$ cat src/sgm_pkg.sv
`timescale 1ns / 1ps

package sgm_pkg;

  localparam int SMP_W  = 16;
  localparam int GAIN_W = 16;
  localparam int VOL_W  = 16;
  localparam int ACC_W  = 40;
  localparam int OPA_W  = 31;
  localparam int OPB_W  = 17;
  localparam int PROD_W = 48;
  localparam int QUO_W  = 18;
  localparam int IN_W   = 64;
  localparam int OUT_W  = 32;
  localparam int FRAC_W = 30;

  localparam logic [VOL_W-1:0] VOL_UNITY = 16'd32768;

  localparam logic signed [ACC_W-1:0]  CLAMP_Q15 = 40'sd1073709056;
  localparam logic signed [ACC_W:0]    SUM_MAX   = 41'sd549755813887;
  localparam logic signed [ACC_W:0]    SUM_MIN   = -41'sd549755813888;
  localparam logic signed [QUO_W-1:0]  OUT_MAX   = 18'sd32767;
  localparam logic signed [PROD_W-1:0] ROUND_NEG = 48'sd1073741823;

  // Clamp a channel sum to +/-32767.0 in Q15 sample units.
  function automatic logic signed [OPA_W-1:0] clamp_sum(input logic signed [ACC_W-1:0] s);
    logic signed [OPA_W-1:0] r;
    if (s > CLAMP_Q15) begin
      r = OPA_W'(CLAMP_Q15);
    end else if (s < -CLAMP_Q15) begin
      r = OPA_W'(-CLAMP_Q15);
    end else begin
      r = s[OPA_W-1:0];
    end
    return r;
  endfunction

  // Add a product to an accumulator, saturating at the 40-bit limits.
  function automatic logic signed [ACC_W-1:0] sat_add(input logic signed [ACC_W-1:0] acc,
                                                      input logic signed [PROD_W-1:0] p);
    logic signed [PROD_W:0] t;
    logic signed [ACC_W-1:0] r;
    t = (PROD_W+1)'(acc) + (PROD_W+1)'(p);
    if (t > (PROD_W+1)'(SUM_MAX)) begin
      r = SUM_MAX[ACC_W-1:0];
    end else if (t < (PROD_W+1)'(SUM_MIN)) begin
      r = SUM_MIN[ACC_W-1:0];
    end else begin
      r = t[ACC_W-1:0];
    end
    return r;
  endfunction

  // Divide by 2^30 toward zero, then saturate to +/-32767.
  function automatic logic signed [SMP_W-1:0] scale_out(input logic signed [PROD_W-1:0] p);
    logic signed [PROD_W-1:0] b;
    logic signed [QUO_W-1:0]  q;
    logic signed [SMP_W-1:0]  r;
    b = (p < 0) ? (p + ROUND_NEG) : p;
    q = QUO_W'(b >>> FRAC_W);
    if (q > OUT_MAX) begin
      r = SMP_W'(OUT_MAX);
    end else if (q < -OUT_MAX) begin
      r = SMP_W'(-OUT_MAX);
    end else begin
      r = q[SMP_W-1:0];
    end
    return r;
  endfunction

endpackage

$ cat src/stereo_gain_mixer_unit.sv
`timescale 1ns / 1ps

// Channel   Dir  Handshake             Payload
// s_*       in   s_tvalid / s_tready   tdata: samples, gains; tuser: playing; tlast: frame end
// m_*       out  m_tvalid / m_tready   tdata: left_out, right_out
// cfg_*     in   cfg_valid / cfg_ready cfg_data: output gain
//
// A source beat is accepted in S_IDLE, then passes through the one shared 31x17
// multiplier: left product, right product, last accumulate.
// A beat with tlast then adds two master-volume products on the same multiplier,
// the scaling of both results and the push into the output register.
// The push waits while a previous result still sits unaccepted on m_*.
// Reset clears both sums, drops m_tvalid and sets the output gain to unity.
module stereo_gain_mixer_unit (
  input  logic                       clk,
  input  logic                       rst,
  input  logic                       s_tvalid,
  output logic                       s_tready,
  // [15:0] left_sample, [31:16] right_sample, [47:32] left_gain, [63:48] right_gain
  input  logic [sgm_pkg::IN_W-1:0]   s_tdata,
  // [0] contributes
  input  logic                       s_tuser,
  input  logic                       s_tlast,
  output logic                       m_tvalid,
  input  logic                       m_tready,
  // [15:0] left_out, [31:16] right_out
  output logic [sgm_pkg::OUT_W-1:0]  m_tdata,
  input  logic                       cfg_valid,
  output logic                       cfg_ready,
  input  logic [sgm_pkg::VOL_W-1:0]  cfg_data
);

  import sgm_pkg::*;

  typedef enum logic [2:0] {
    S_IDLE,
    S_MUL_L,
    S_MUL_R,
    S_ACC_R,
    S_FIN_L,
    S_FIN_R,
    S_DONE,
    S_PUSH
  } state_t;

  state_t state;

  logic [VOL_W-1:0]         out_gain;
  logic signed [ACC_W-1:0]  left_sum;
  logic signed [ACC_W-1:0]  right_sum;

  // Captured beat.
  logic signed [SMP_W-1:0]  l_smp;
  logic signed [SMP_W-1:0]  r_smp;
  logic [GAIN_W-1:0]        l_gain;
  logic [GAIN_W-1:0]        r_gain;
  logic                     playing;
  logic                     frame_end;

  // Shared multiplier, operands picked by the sequencer, product registered.
  logic signed [OPA_W-1:0]  op_a;
  logic signed [OPB_W-1:0]  op_b;
  logic signed [PROD_W-1:0] mul_p;
  logic signed [PROD_W-1:0] prod;

  logic signed [SMP_W-1:0]  left_res;
  logic signed [SMP_W-1:0]  right_res;

  logic out_free;

  assign s_tready  = (state == S_IDLE);
  assign cfg_ready = 1'b1;
  assign out_free  = !m_tvalid || m_tready;

  always_comb begin
    unique case (state)
      S_MUL_L: begin
        op_a = OPA_W'(l_smp);
        op_b = $signed({1'b0, l_gain});
      end
      S_MUL_R: begin
        op_a = OPA_W'(r_smp);
        op_b = $signed({1'b0, r_gain});
      end
      S_FIN_L: begin
        op_a = clamp_sum(left_sum);
        op_b = $signed({1'b0, out_gain});
      end
      S_FIN_R: begin
        op_a = clamp_sum(right_sum);
        op_b = $signed({1'b0, out_gain});
      end
      default: begin
        op_a = '0;
        op_b = '0;
      end
    endcase
  end

  assign mul_p = op_a * op_b;

  always_ff @(posedge clk) begin
    if (rst) begin
      state     <= S_IDLE;
      m_tvalid  <= 1'b0;
      left_sum  <= '0;
      right_sum <= '0;
      out_gain  <= VOL_UNITY;
    end else begin
      if (cfg_valid && cfg_ready) begin
        out_gain <= cfg_data;
      end
      // Raise on a push, drop once the held beat is taken.
      if (state == S_PUSH && out_free) begin
        m_tvalid <= 1'b1;
      end else if (m_tvalid && m_tready) begin
        m_tvalid <= 1'b0;
      end
      prod <= mul_p;

      unique case (state)
        S_IDLE: begin
          if (s_tvalid) begin
            l_smp     <= $signed(s_tdata[15:0]);
            r_smp     <= $signed(s_tdata[31:16]);
            l_gain    <= s_tdata[47:32];
            r_gain    <= s_tdata[63:48];
            playing   <= s_tuser;
            frame_end <= s_tlast;
            state     <= S_MUL_L;
          end
        end
        S_MUL_L: state <= S_MUL_R;
        S_MUL_R: begin
          if (playing) begin
            left_sum <= sat_add(left_sum, prod);
          end
          state <= S_ACC_R;
        end
        S_ACC_R: begin
          if (playing) begin
            right_sum <= sat_add(right_sum, prod);
          end
          state <= frame_end ? S_FIN_L : S_IDLE;
        end
        S_FIN_L: state <= S_FIN_R;
        S_FIN_R: begin
          left_res <= scale_out(prod);
          state    <= S_DONE;
        end
        S_DONE: begin
          // Both master products are taken; clear the sums for the next frame.
          right_res <= scale_out(prod);
          left_sum  <= '0;
          right_sum <= '0;
          state     <= S_PUSH;
        end
        S_PUSH: begin
          // Hold until the output register is free.
          if (out_free) begin
            m_tdata <= {right_res, left_res};
            state   <= S_IDLE;
          end
        end
        default: state <= S_IDLE;
      endcase
    end
  end

  a_accept_starts: assert property (@(posedge clk) disable iff (rst)
    (s_tvalid && s_tready) |=> (state == S_MUL_L))
    else $error("accepted beat did not start the multiply sequence");

  a_sums_cleared: assert property (@(posedge clk) disable iff (rst)
    (state == S_DONE) |=> (left_sum == '0 && right_sum == '0))
    else $error("sums not cleared at frame end");

  a_push_only: assert property (@(posedge clk) disable iff (rst)
    $rose(m_tvalid) |-> ($past(state) == S_PUSH))
    else $error("result raised outside the push step");

  a_out_range: assert property (@(posedge clk) disable iff (rst)
    m_tvalid |-> (m_tdata[15:0] != 16'h8000 && m_tdata[31:16] != 16'h8000))
    else $error("output sample outside +/-32767");

  a_cfg_write: assert property (@(posedge clk) disable iff (rst)
    cfg_valid |=> (out_gain == $past(cfg_data)))
    else $error("output gain write lost");

endmodule
$ cat config.mk
export PLATFORM = sky130hd
export DESIGN_NAME = stereo_gain_mixer_unit
export DESIGN_NICKNAME = d
export VERILOG_FILES = /design/src/sgm_pkg.sv /design/src/stereo_gain_mixer_unit.sv
export SDC_FILE = /design/constraint.sdc
export NUM_CORES = 2
export LEC_CHECK = 0
export BUFFER_PORTS_ARGS = -buffer_cell sky130_fd_sc_hd__buf_4
export CORE_UTILIZATION = 35
export CTS_BUF_LIST = sky130_fd_sc_hd__clkbuf_4
export CTS_CLUSTER_SIZE = 28
export DETAILED_ROUTE_END_ITERATION = 7
export HOLD_SLACK_MARGIN = 0.08
export PLACE_DENSITY = 0.57
export SLEW_MARGIN = 20
export SYNTH_ARGS = -nofsm -noshare
export SYNTH_HDL_FRONTEND = slang
export SYNTH_SLANG_ARGS = --single-unit
$ cat constraint.sdc
create_clock -name clk -period 17.17 [get_ports clk]
set_input_delay 0.8585 -clock clk [delete_from_list [all_inputs] [get_ports clk]]
set_output_delay 0.8585 -clock clk [all_outputs]
set_load 0.02 [all_outputs]
==> metrics.txt <==
status complete, no violations; initial antenna violation count 2; Initial Utilization 35.5%; worst min-delay path category primary input to flop; Util after Layout 39.1%; WL per Instance 20.4 microns; largest net degree at the start of global routing 60; fillers 9409; Min-Delay Endpoint r_gain[8]; CORE AREA 93700 sq um; cell mode on critical path fa_1; post_cts resized 0; Sink Count 278; DR vias 26400; Crit Path Max Fanout 29; initial drt markers 2021; final design area excluding fillers 36600 sq um; Antenna Violating Nets Remaining 0; mux cell area share after synthesis 0.571%; Layout Skew 28.0 ps; Hold Startpoint s_tdata[56]; Critical Path Source Type flop; max-cap violation count 0; Critical path origin left_sum[17]; max incr delay on CP 680 ps; relative slew slack 21.2%; Post-DP HPWL 80900 microns; vias in the first global route 27300; Post-Synthesis Cells 3582; die area 96400 sq um; crit path DAT 10650 ps; CTS Hold Bufs 0; Clock Latency Late Sink 780 ps; number of synthesized flops with an enable pin 178; final slew viol count 0; Syn Nets 4361; area grow syn2layout 9.88%; Async S/R FF share, synth 0%; Worst EP required 17680 ps; global-route wire length before repair 160000 microns; dominant cell type by area after synthesis fa_1; Yosys Warn Count 0; CTS H-tree lvls 3; Synth Area in Compound Gates 14.6%; Routed WL 102000 microns; num ports 122; CP max-delay cell o41ai_1; Seq/Total Area, Yosys 22.1%; Root Driver clkbuf_4; Port Buffer Count 120; final net count 4459; synth top area cells fa_1, edfxtp_1, ha_1, inv_1, dfxtp_1; post-synthesis xor/xnor area fraction 4.05%; Hold Path Depth 1; std cell rows 112; grt total ovfl 0; Synth Area in Simple Gates 13.3%; Area after DPL 35700 sq um; vias per cell 5.29; endpoint class of the critical path flop; Syn Area/Cell 9.30 sq um; final RePlAce weighted congestion 0.931; Worst R2R End prod[47]; GRT Total Usage 21.3%; Hold WS 251 ps; layout cell share with drive strength beyond 1 8.70%; Die Width 311 microns; CTS tree yes; DR pass1 iterations 6; Final Hold Fails 0; minimum clock period 10140 ps; synth unique cells 77; Post-CTS Setup Repair Bufs 0; Setup violations, final 0; clk slew on worst S/H paths 70 ps; synthesis-stage register bit count 278; deepest clock path buffer count 3; Post-Syn Area 33300 sq um; Max Freq 0.0986 GHz; Reg2Reg Setup Slack 7030 ps; Crit Path Class flop to flop; cts bufs inserted 72; Synth Area in Adders 36.7%; main flop type after synthesis edfxtp_1; Worst Tran Pin Value 1180 ps; period utilisation layout 59.1%; post-synth top area share 28.7%; TNS Setup 0 ps; Post-route DRC 0; unrepaired setup endpoints after global routing false; RR Startpoint left_sum[17]; chip height 311 microns; largest family of logic cells by synthesized area adder cells; Worst R2R Path Depth 35
[critical path, delay by kind of cell, from the launching register on]
kind	cells	cell delay, ps
DFF	1	460
AOI/OAI and AO/OA	10	2590
and+or+nand+nor	10	2510
xor gates and xnor gates	1	120
adders and majority gates	7	3230
buffers and inverters	7	910
[worst max-delay path by stage]
| stage | to | slack, ps | cells past startpoint |
|---|---|---|---|
| final | prod[47] | 7030 | 35 |
| after global routing | prod[47] | 6490 | 32 |
| after CTS | prod[47] | 7030 | 35 |
| after detailed placement | prod[47] | 7050 | 35 |
| after global placement | prod[47] | 6890 | 32 |
| after floorplan | prod[47] | 8300 | 33 |
[cell families after synthesis]
logic type / after synthesis
mux: 19
compound gates: 675
buf+inv: 762
simple gates: 1001
flops: 278
xor+xnor: 154
fa+ha+maj: 692
other cells: 1
[Yosys cell counts, types with 43 or more instances]
| master | number |
|---|---|
| a21o_1 | 107 |
| a21oi_1 | 161 |
| a221o_1 | 107 |
| and2_1 | 43 |
| clkbuf_1 | 130 |
| dfxtp_1 | 100 |
| edfxtp_1 | 178 |
| fa_1 | 477 |
| ha_1 | 215 |
| inv_1 | 610 |
| nand2_1 | 411 |
| nor2_1 | 310 |
| o21ai_0 | 68 |
| xnor2_1 | 98 |
| xor2_1 | 56 |
[per-stage QoR]
stage                     setup WS [ps]  cells
after floorplan                    8300   3582
after global routing               6490   4991
after CTS                          7030   4988
after detailed placement           7050   4859
final                              7030   4991
after global placement             6890   4856
[placed cells by master, fill, tap and decap left out, types with 18 or more instances in the layout]
cell type,instances
xnor2_1,98
clkbuf_4,106
buf_4,174
and2_1,42
nor2b_1,30
a221oi_1,23
o21a_1,19
a21o_1,107
nand3_1,33
a221o_1,107
xor2_1,56
nor4_1,31
nand4_1,40
nand2_1,411
o21ai_1,23
a22o_1,18
a21oi_1,159
nor3_1,28
fa_1,477
o21bai_1,24
nor2_1,309
mux2i_1,19
dfxtp_1,100
edfxtp_1,178
o21ai_0,68
ha_1,215
inv_1,609
[cell type report]
class / count / area, sq um / area share, %
multi-input cells: 2542 / 23200 / 63.3
flip-flops and latches: 278 / 7350 / 20.1
inverters: 610 / 2290 / 6.25
well taps: 1254 / 1570 / 4.29
repair buffers: 176 / 1320 / 3.60
clock buffers: 105 / 788 / 2.15
clock inverters: 24 / 129 / 0.352
diodes: 2 / 5.00 / 0.0137
[metal layers]
layer	global-route usage, %	routed length (microns)	vias up
met5	0	0	-
met4	5.81	2410	0
met3	3.26	7140	150
met2	34.2	46600	896
met1	29.7	45400	13200
li1	-	-	12100
[flip-flops by register name, indices dropped and copies added, names as in the netlist, 3 cells and up]
register	count
out_gain	16
right_sum	40
prod	48
right_res	16
l_gain	16
l_smp	16
left_sum	40
m_tdata	32
r_gain	16
r_smp	16
left_res	16
state	3
Power is left out: the tool's default activity adds up to more than one toggle a clock period on the data nets, which glitch-free logic cannot reach.
